<file path="config.mk">
export PLATFORM = sky130hd
export DESIGN_NAME = mplm_ram
export DESIGN_NICKNAME = d
export VERILOG_FILES = /design/src/sv/assert_macros.svh /design/src/sv/mplm_ram.sv
export SDC_FILE = /design/constraint.sdc
export NUM_CORES = 2
export LEC_CHECK = 0
export ABC_AREA = 1
export BUFFER_PORTS_ARGS = -buffer_cell sky130_fd_sc_hd__buf_2
export CORE_ASPECT_RATIO = 1.1
export CORE_MARGIN = 2
export CORE_UTILIZATION = 37
export CTS_CLUSTER_DIAMETER = 150
export DETAILED_ROUTE_END_ITERATION = 7
export PLACE_DENSITY_LB_ADDON = 0.25
export SYNTH_ARGS = -nofsm -noshare
export SYNTH_HDL_FRONTEND = slang
export SYNTH_SLANG_ARGS = --single-unit
export TNS_END_PERCENT = 50
</file>
<file path="constraint.sdc">
create_clock -name clk_i -period 3.05 [get_ports clk_i]
set_clock_uncertainty 0.1 [all_clocks]
set_input_delay 0.1525 -clock clk_i [delete_from_list [all_inputs] [get_ports clk_i]]
set_output_delay 0.1525 -clock clk_i [all_outputs]
set_load 0.05 [all_outputs]
</file>
<file path="src/sv/assert_macros.svh">
// assertion macros shared by the matcher rtl
// no dependencies; included by files that carry concurrent assertions
`ifndef ASSERT_MACROS_SVH
`define ASSERT_MACROS_SVH

// property checked on every rising edge outside reset
`define MPLM_ASSERT(label, clk, rst_n, prop, msg) \
  label: assert property (@(posedge clk) disable iff (!rst_n) (prop)) else $error(msg);

// same-cycle implication built on the plain form
`define MPLM_ASSERT_IMPLY(label, clk, rst_n, pre, post, msg) \
  `MPLM_ASSERT(label, clk, rst_n, (pre) |-> (post), msg)

`endif

</file>
<file path="src/sv/mplm_ram.sv">
// generic single-port synchronous ram with a registered read
// no dependencies
`default_nettype none

module mplm_ram #(
  parameter int unsigned DEPTH = 256,
  parameter int unsigned WIDTH = 8
) (
  input  wire logic                     clk_i,
  input  wire logic                     en_i,
  input  wire logic                     we_i,
  input  wire logic [$clog2(DEPTH)-1:0] addr_i,
  input  wire logic [WIDTH-1:0]         wdata_i,
  output logic      [WIDTH-1:0]         rdata_o
);

  logic [WIDTH-1:0] mem [DEPTH];

  // write or read one entry per enabled cycle
  always_ff @(posedge clk_i) begin
    if (en_i) begin
      if (we_i) begin
        mem[addr_i] <= wdata_i;
      end else begin
        rdata_o <= mem[addr_i];
      end
    end
  end

endmodule

`default_nettype wire

</file>
==> reports/qor.yml <==
synth_area_um2: 84800
core_um2: 228000
cts_tree: "yes"
tightest_slew_ps: 961
drtIter0Drc: 5508
fp.dieH_um: 506
fin_nets: 8333
finalSetupTns_ps: 0
worstSetupPathType: "reg2reg"
cp_slowest_cell: "nor2_1"
clockBufferDepth: 3
post-dp-hpwl_um: 145000
path_cells: "nand2_1 > nand2_1 > nand2_1 > nand2_1 > nand2_1 > nand2_1 > o21ai_1 > nand2_1 > nor2_1 > nor2_1 > nor2_1 > nand2_1"
antenna_found_initial: 10
cp_max_fo: 1
crit_top_cell: "nand2_1"
setup.worst_path.end_class: "flip-flop"
rows: 184
drt_pass1_iterations: 6
io_buffers: 26
cts_buffers: 207
htreeDepth: 4
gp_congestion: 0.861
dpl.cell_count: 11162
viasPerCell: 4.91
p_leak_nw: 39.2
syn_to_final_growth_pct: 16.2
grt_start_max_net_pins: 120
setup_ws_ps: 427
die-area_um2: 233000
overflow: 0
cp-endpoint: "rdata_o[4]"
crit_required_ps: 3520
cp.arrival_ps: 3090
avgSynthCellArea_um2: 10.7
path_delay_family: "simple AND/OR/NAND/NOR gates"
yosys-top-cells-area: "edfxtp_1, nand2_1, nor2_1"
die_w_um: 461
cts-root-buf: "clkbuf_16"
syn_inst: 7960
startpoint: "mem[119][4]"
post_drt_wl_per_cell_um: 20.7
rsz0062_at_grt: "no"
hold_viol_final: 0
clkSinkCount: 2056
start_util: 0.372
clk_pin_slew_worst_paths_ps: 60
start_kind: "flip-flop"
ys_ff_latch: 2056
status: "finished clean"
grt_pass1_vias: 55786
r2r-start: "mem[119][4]"
slowest_delay_ps: 480
r2r_slack_ps: 430
synth_top_area_frac: 0.728
grt_usage: 0.204
min_path_type: "in2reg"
ant_nets: 0
period_minus_slack_ps: 2620
holdWs_ps: 91.5
io_pins: 27
grt_pass1_wl_um: 358000
cp.depth: 12
drv_slew: 0
drc: 0
clock_latency_ps: 850
final.period_utilization: 0.860
yosysUniqueCellTypes: 14
place_ws_ps: -196
vias: 56792
vdd.ir_drop.worst_v: 0.000648
drt_wl_total_um: 240000
drive_gt1_frac: 0.101
synth_top_area_cell: "edfxtp_1"
setup_viol_count_final: 0
critPathBufInv: 0
powerDensity_nw_per_um2: 602
synth_warnings: 0
seq_area_frac_synth: 0.728
max_freq_mhz: 381
syn_nets: 7979
reg2reg_depth: 12
fin_cells: 11558
timing.rr.end: "rdata_o[4]"
maxCapViolCount: 0
relSlewSlack: 0.359
sequential cells by signal, indices dropped and copies added (netlist names):
name     cells
rdata_o      8
mem       2048
Yosys cell counts (all sizes together):
library cell / instances
nand2: 4695
edfxtp: 2056
nor2: 345
buf: 263
nand3: 256
clkbuf: 161
o21ai: 128
nand4: 40
inv: 14
clkinv: 2
worst min-delay path by stage:
| stage | slack [ps] | startpoint | endpoint | cells after the start |
|---|---|---|---|---|
| after floorplan | 150 | wdata_i[0] | mem[0][0] | 0 |
| after global placement | 560 | wdata_i[6] | mem[201][6] | 1 |
| after detailed placement | 560 | wdata_i[5] | mem[231][5] | 1 |
| after CTS | 2 | addr_i[7] | mem[109][1] | 4 |
| after global routing | 60 | addr_i[7] | mem[109][3] | 4 |
| final | 90 | addr_i[7] | mem[109][1] | 4 |
per-stage QoR:
| stage | utilization | area (um2) | total power, mW |
|---|---|---|---|
| 6_report | 0.432 | 98600 | 59.3 |
| 5_1_grt | 0.432 | 98600 | 61.2 |
| 4_1_cts | 0.432 | 98600 | 59.8 |
| 3_5_place_dp | 0.403 | 91900 | 35.3 |
| 3_3_place_gp | 0.403 | 91900 | 35.3 |
| 2_1_floorplan | - | 84800 | 33.5 |
cells in the final DEF (no fill, tap or decap), drive strengths merged, types with 26 or more instances in the layout:
| cell | count |
|---|---|
| clkinv | 102 |
| nand3 | 256 |
| buf | 557 |
| nor2 | 345 |
| clkbuf | 248 |
| o21ai | 128 |
| nand2 | 4695 |
| inv | 26 |
| nand4 | 40 |
| edfxtp | 2056 |
routing by layer:
layer,share of wire,wire [um],global-route usage
met5,0,0,0
met4,0.028,6690,0.0640
met3,0.054,12900,0.0237
met2,0.49,117000,0.345
met1,0.43,103000,0.276
timing repair:
item | CTS | global route
hold buffers | 12 | 0
setup buffers | 0 | 0
hold endpoints to repair | 1399 | 0
gates resized for setup | 0 | 0
endpoints found under the setup margin | 0 | 0
worst min-delay path: stages:
cell and delay, ps:
buf_2 180, nor2_1 180, nand2_1 210, nor2_1 130
cell type report:
type	count	area, um2
antenna	7	17.5
clock buffer	248	5330
clock inverter	129	1170
fill	21457	130000
inverter	16	85.1
multi-input combinational	5464	21200
sequential	2056	61700
tap	3069	3840
timing repair buffer	569	5230
cell families (layout without fill, tap and decap cells):
logic type / Yosys count / after routing / synth area share
AND/OR/NAND/NOR: 5336 / 5336 / 0.241
flip-flops: 2056 / 2056 / 0.728
buffers and inverters: 440 / 962 / 0.0236
AO/OA/AOI/OAI: 128 / 128 / 0.00755
other: 0 / 7 / 0
power breakdown:
group / internal (mW) / total [mW] / switching [mW]
sequential: 31.1 / 31.1 / 0.0246
combinational: 0.906 / 3.56 / 2.66
clock: 13.8 / 24.6 / 10.8
total: 45.9 / 59.3 / 13.5
Power figures use the tool's default switching activity.
