<file path="src/sv/assert_macros.svh">
// assertion macros shared by the matcher rtl
// no dependencies; included by files that carry concurrent assertions
`ifndef ASSERT_MACROS_SVH
`define ASSERT_MACROS_SVH

// property checked on every rising edge outside reset
`define MPLM_ASSERT(label, clk, rst_n, prop, msg) \
  label: assert property (@(posedge clk) disable iff (!rst_n) (prop)) else $error(msg);

// same-cycle implication built on the plain form
`define MPLM_ASSERT_IMPLY(label, clk, rst_n, pre, post, msg) \
  `MPLM_ASSERT(label, clk, rst_n, (pre) |-> (post), msg)

`endif

</file>
<file path="src/sv/mplm_pkg.sv">
// shared types, constants and helpers of the multi-pattern line matcher
// no dependencies; imported by mplm_line_stat and multi_pattern_line_matcher
`default_nettype none

package mplm_pkg;

  // automaton size and counter width
  localparam int unsigned STATES      = 256;
  localparam int unsigned COUNT_WIDTH = 24;
  localparam int unsigned STATE_W     = $clog2(STATES);
  localparam int unsigned TBL_DEPTH   = STATES * 256;
  localparam int unsigned OUT_CNT_W   = 24;

  // request op codes
  typedef enum logic [2:0] {
    OP_LOAD_TRANS = 3'd0,
    OP_LOAD_TERM  = 3'd1,
    OP_TEXT       = 3'd2,
    OP_EOL        = 3'd3,
    OP_NEW_FILE   = 3'd4
  } op_e;

  // register indexes on the config port
  typedef enum logic [0:0] {
    REG_FOLD_CASE = 1'b0,
    REG_INVERT    = 1'b1
  } reg_e;

  // case fold constants
  localparam logic [7:0] LOWER_A  = 8'h61;
  localparam logic [7:0] LOWER_Z  = 8'h7A;
  localparam logic [7:0] CASE_OFS = 8'h20;
  localparam logic [7:0] UE_LOW   = 8'h81;
  localparam logic [7:0] UE_CAP   = 8'h9A;
  localparam logic [7:0] AE_LOW   = 8'h84;
  localparam logic [7:0] AE_CAP   = 8'h8E;
  localparam logic [7:0] OE_LOW   = 8'h94;
  localparam logic [7:0] OE_CAP   = 8'h99;

  // input request payload
  typedef struct packed {
    logic [2:0] op;
    logic [7:0] state_index;
    logic [7:0] byte_value;
    logic [7:0] next_state;
    logic       terminal_value;
  } in_req_t;

  // result payload
  typedef struct packed {
    logic                 line_selected;
    logic                 line_matched;
    logic [OUT_CNT_W-1:0] line_number;
    logic [OUT_CNT_W-1:0] match_count;
  } out_res_t;

  // event handed from the lookup stage to the line statistics stage
  typedef struct packed {
    logic valid;
    logic text;
    logic eol;
    logic new_file;
    logic nonroot;
  } stage_ev_t;

  // map a-z and three umlaut codes to their capitals
  function automatic logic [7:0] fold_byte(input logic [7:0] b);
    logic [7:0] r;
    r = b;
    if (b inside {[LOWER_A:LOWER_Z]}) begin
      r = b - CASE_OFS;
    end else if (b == UE_LOW) begin
      r = UE_CAP;
    end else if (b == AE_LOW) begin
      r = AE_CAP;
    end else if (b == OE_LOW) begin
      r = OE_CAP;
    end
    return r;
  endfunction

  // true when an 8-bit state number names an existing state
  function automatic logic state_ok(input logic [7:0] s);
    return (32'(s) < STATES);
  endfunction

  // state number as a table index, out-of-range targets go to the root
  function automatic logic [STATE_W-1:0] to_state(input logic [7:0] s);
    logic [STATE_W-1:0] r;
    r = '0;
    if (state_ok(s)) begin
      r = STATE_W'(s);
    end
    return r;
  endfunction

endpackage

`default_nettype wire

</file>
<file path="src/sv/mplm_line_stat.sv">
// line statistics stage: sticky match flag, saturating counters, result register
// depends on mplm_pkg
`default_nettype none

module mplm_line_stat (
  input  wire logic               clk_i,
  input  wire logic               rst_ni,
  input  wire mplm_pkg::stage_ev_t ev_i,
  input  wire logic               term_i,
  input  wire logic               invert_i,
  input  wire logic               out_stall_i,
  output logic                    adv_o,
  output logic                    out_valid_o,
  output mplm_pkg::out_res_t      out_res_o
);

  import mplm_pkg::*;

  stage_ev_t              c_q;
  logic                   matched_q;
  logic [COUNT_WIDTH-1:0] lines_q;
  logic [COUNT_WIDTH-1:0] hits_q;
  logic [COUNT_WIDTH-1:0] lines_inc;
  logic [COUNT_WIDTH-1:0] hits_inc;
  logic                   ovalid_q;
  out_res_t               res_q;
  logic                   hit;

  function automatic logic [COUNT_WIDTH-1:0] sat_inc(input logic [COUNT_WIDTH-1:0] v);
    return (v == '1) ? v : v + 1'b1;
  endfunction

  // pipeline moves whenever the result register is free or being taken
  assign adv_o = !ovalid_q || !out_stall_i;

  // terminal flag of a non-root target marks the line
  always_comb begin
    hit       = c_q.valid && c_q.text && c_q.nonroot && term_i;
    lines_inc = sat_inc(lines_q);
    hits_inc  = matched_q ? sat_inc(hits_q) : hits_q;
  end

  // control and counters
  always_ff @(posedge clk_i or negedge rst_ni) begin
    if (!rst_ni) begin
      c_q       <= '0;
      matched_q <= 1'b0;
      lines_q   <= '0;
      hits_q    <= '0;
      ovalid_q  <= 1'b0;
    end else if (adv_o) begin
      c_q      <= ev_i;
      ovalid_q <= c_q.valid && c_q.eol;
      if (hit) begin
        matched_q <= 1'b1;
      end
      if (c_q.valid && c_q.eol) begin
        lines_q   <= lines_inc;
        hits_q    <= hits_inc;
        matched_q <= 1'b0;
      end
      if (c_q.valid && c_q.new_file) begin
        lines_q   <= '0;
        hits_q    <= '0;
        matched_q <= 1'b0;
      end
    end
  end

  // result payload
  always_ff @(posedge clk_i) begin
    if (adv_o && c_q.valid && c_q.eol) begin
      res_q.line_selected <= matched_q ^ invert_i;
      res_q.line_matched  <= matched_q;
      res_q.line_number   <= OUT_CNT_W'(lines_inc);
      res_q.match_count   <= OUT_CNT_W'(hits_inc);
    end
  end

  assign out_valid_o = ovalid_q;
  assign out_res_o   = res_q;

endmodule

`default_nettype wire

</file>
<file path="config.mk">
export PLATFORM = sky130hd
export DESIGN_NAME = mplm_line_stat
export DESIGN_NICKNAME = d
export VERILOG_FILES = /design/src/sv/assert_macros.svh /design/src/sv/mplm_pkg.sv /design/src/sv/mplm_line_stat.sv
export SDC_FILE = /design/constraint.sdc
export NUM_CORES = 1
export LEC_CHECK = 0
export BUFFER_PORTS_ARGS = -buffer_cell sky130_fd_sc_hd__buf_4
export CORE_UTILIZATION = 61
export CTS_BUF_LIST = sky130_fd_sc_hd__clkbuf_16
export DETAILED_ROUTE_END_ITERATION = 10
export PLACE_DENSITY = 0.93
export SLEW_MARGIN = 20
export SYNTH_ARGS = -nofsm -noshare
export SYNTH_HDL_FRONTEND = slang
export SYNTH_SLANG_ARGS = --single-unit
</file>
<file path="constraint.sdc">
create_clock -name clk_i -period 5.05 [get_ports clk_i]
set_input_delay 1.01 -clock clk_i [delete_from_list [all_inputs] [get_ports clk_i]]
set_output_delay 1.01 -clock clk_i [all_outputs]
set_load 0.03 [all_outputs]
</file>
==> run_results.csv <==
group,metric,value,unit
power_and_ir_drop,p_leak,2.442,nW
routing,drtIter0Drc,584,
critical_path,slowest_delay,0.80,ns
sta,period_share,0.5898,
sta,maxSlewViolCount,0,
synth,ys_seq_area_frac,0.5398,
placed_design,placed_cells,647,
clock_network,cts_sinks,105,
finish,nets,565,
synth,synthCells,510,
finish,drive_gt1_frac,0.1703,
clock_network,postCtsResizedCells,0,
status,status,"finished clean",
power_and_ir_drop,ir_drop,0.1761,mV
synth,ys_ff_latch,105,
global_routing,antenna_found_initial,0,
sta,finalCriticalPeriod,2.979,ns
synth,synthSimpleGateAreaFrac,0.1922,
synth,synth_edf_count,50,
synth,ys_types,55,
sta,fmax,0.3357,GHz
clock_network,clock_latency,0.34,ns
floorplanning,core_area,8341,sq um
global_routing,grt_pass1_wl,19730,um
clock_network,htreeDepth,3,
sta,tns,0,ns
synth,netlist.area_leader.share,0.2816,
placed_design,dpl.hpwl,7968,um
synth,synth_xor_area_frac,0.07721,
critical_path,cp-end-kind,"register",
clock_network,numCtsBuffers,9,
clock_network,cts_max_path_buffers,2,
placed_design,gp_congestion,0.9119,
floorplanning,die_area,9117,sq um
routing,vias_per_cell,6.673,
power_and_ir_drop,intPower,1.384,mW
power_and_ir_drop,swShare,0.2777,
floorplanning,ios,62,
routing,finalWirelength,12240,um
global_routing,grtUsageTotal,0.2825,
critical_path,crit_family,"simple AND/OR/NAND/NOR gates",
global_routing,grt_remaining_overflow,0,
sta,worst_slack,2.071,ns
floorplanning,initial_utilization,0.6392,
synth,yosys.area_share.adder,0.004694,
critical_path,path_cells,"buf_4, a21boi_1, and2_2, nor2b_2, buf_4, a41oi_1, a31oi_1",
critical_path,path_depth,7,
routing,vias,4424,
global_routing,grt_pass1_vias,4025,
run,maxCapViolCount,0,
synth,avgSynthCellArea,10.45,sq um
critical_path,critPathMostFrequentCell,"buf_4",
synth,postSynthNetCount,522,
floorplanning,die-width,95.49,um
clock_network,cts_root_buffer,"clkbuf_16",
placed_design,port_buffers,61,
finish,num_antenna_cells,0,
hold_path,hp-class,"reg2reg",
critical_path,cp.buffers_inverters,2,
clock_network,clk_pin_slew,0.07,ns
critical_path,cp_data_arrival_time,3.22,ns
placed_design,pre_cts_ws,1.794,ns
synth,yosys_warnings,0,
power_and_ir_drop,powerDensity,314.9,nW/um^2
synth,synth_top_family_by_area,"simple AND/OR/NAND/NOR gates",
power_and_ir_drop,p_clk_frac,0.330,
critical_path,crit_type,"in2reg",
synth,ys_async_sr_fraction,0.5238,
floorplanning,rows,33,
synth,yosys-top-cells-area,"edfxtp_1, dfrtp_1, xnor2_1, nand2_1, xor2_1",
routing,wl_per_cell,18.46,um
clock_network,cts_tree,"done",
critical_path,rr_worst_depth,6,
finish,final_cells,663,
critical_path,cp_slowest_cell,"nor2b_2",
critical_path,worstPathRequired,5.29,ns
synth,synth_top_area_cell,"edfxtp_1",
synth,synth-compound-area-share,0.1385,
routing,ant_nets,0,
sta,report.final.hold_viol_count,0,
clock_network,cts_setup_buffers,0,
critical_path,crit_fanout,25,
synth,syn_area,5331,sq um
power_and_ir_drop,combinationalPowerShare,0.148,
synth,synthMuxAreaShare,0.01479,
sta,fin_worst_skew,0.009522,ns
power_and_ir_drop,power.switching,0.5321,mW
routing,firstDrtPassIters,5,
power_and_ir_drop,seqPwrFrac,0.522,
hold_path,worstHoldPathCells,2,
sta,maxSlewHeadroom,0.3289,
critical_path,start_kind,"input port",
floorplanning,die_h,95.49,um
global_routing,grt_max_degree,56,
sta,rsz0062_at_grt,"false",
clock_network,holdBufCountCts,0,
sta,worst_pin_slew,1.002,ns
finish,area_growth,14.18,%
synth,synth_flop_cell,"dfrtp_1",
sta,finalSetupViolCount,0,
routing,drc,0,
-- placed cells by master (no fill, tap or decap), types with 3 or more instances in the layout --
cell       instances
or4_1              7
xnor2_1           26
o31ai_1            7
edfxtp_1          50
mux2_2             7
o21ai_0           24
and3_1            12
and4_1             4
a32oi_1            4
and2_1             4
nor2_1            24
a21oi_1           19
nor3_1             7
a41oi_1            5
xor2_1            21
buf_4             65
o21ai_1            4
nand2_1           58
or3_1             10
a31oi_1           13
inv_1             13
nand4_1            9
nor4_1             9
clkbuf_16          9
a21o_1             5
o211ai_1           8
dfrtp_1           55
a22o_1             3
nand3_1           35
-- synth_stat cells (8+ instances only) --
cell type  number
or3_1          10
o211ai_1        8
edfxtp_1       50
xnor2_1        26
a31oi_1        13
clkbuf_1       22
nor2_1         24
and3_1         12
xor2_1         21
nor4_1          9
nand3_1        35
dfrtp_1        55
buf_2           8
nand4_1         9
a21oi_1        19
o21ai_0        24
nand2_1        58
inv_1          11
-- flip-flops by register name, indices dropped and copies added (netlist names) --
register and flops:
matched_q 1, lines_q 24, c_q 5, out_res_o 50, hits_q 24, out_valid_o 1
-- stage by stage --
stage                     cell area [sq um]  utilization  hold WS [ns]  power (mW)
final                                  6087       0.7298        0.5011       1.917
after global routing                   6087       0.7298        0.5613       1.983
after CTS                              6087       0.7298        0.5123       1.917
after detailed placement               5821       0.6979        0.5025       1.298
after global placement                 5821       0.6979        0.4804       1.284
after floorplan                        5331            -        0.4196       1.190
-- power by group through the flow --
stage	logic, mW	registers, mW	clock network (mW)
2_1_floorplan	0.111	1.08	0
6_report	0.284	1.00	0.632
3_3_place_gp	0.272	1.01	0
5_1_grt	0.303	1.01	0.674
4_1_cts	0.284	0.999	0.633
3_5_place_dp	0.281	1.02	0
-- routing by layer --
metal	track usage	vias to the layer above	wire length, um
li1	-	1983	-
met1	0.3933	2087	4865
met2	0.4339	315	5913
met3	0.05901	39	1180
met4	0.1132	0	283
met5	0	-	0
-- cells by family (layout without fill, tap and decap cells) --
kind of cell	count (synthesis)	after routing
buf+inv	44	92
compound gates	112	112
xor+xnor	47	47
simple gates	193	193
flops	105	105
mux	7	7
fa+ha+maj	2	2
-- worst paths after layout --
kind | from | slack, ns | end
setup / recovery | out_stall_i | 2.07 | lines_q[18]$_DFFE_PN0P_
hold / removal | c_q[4]$_DFFE_PN0N_ | 0.50 | out_valid_o$_DFFE_PN0N_
setup reg to reg | hits_q[0]$_DFFE_PN0P_ | 2.27 | out_res_o[7]$_DFFE_PP_
hold reg to reg | c_q[4]$_DFFE_PN0N_ | 0.50 | out_valid_o$_DFFE_PN0N_
max in group asynchronous | rst_ni | 3.86 | hits_q[14]$_DFFE_PN0P_
min in group asynchronous | rst_ni | 0.72 | lines_q[1]$_DFFE_PN0P_
-- cell type report --
class | instances | area (sq um)
Clock inverter | 7 | 41.29
Fill cell | 561 | 2253
Clock buffer | 9 | 225.2
Tap cell | 105 | 131.4
Inverter | 11 | 41.29
Timing Repair Buffer | 65 | 488.0
Multi-Input combinational cell | 361 | 2282
Sequential cell | 105 | 2878
-- tightest hold or removal path: cells and delay by family (launching register included) --
kind | cells | cell delay (ns)
flip-flops | 1 | 0.36
AND/OR/NAND/NOR | 2 | 0.11
(Power assumes the default switching activity.)
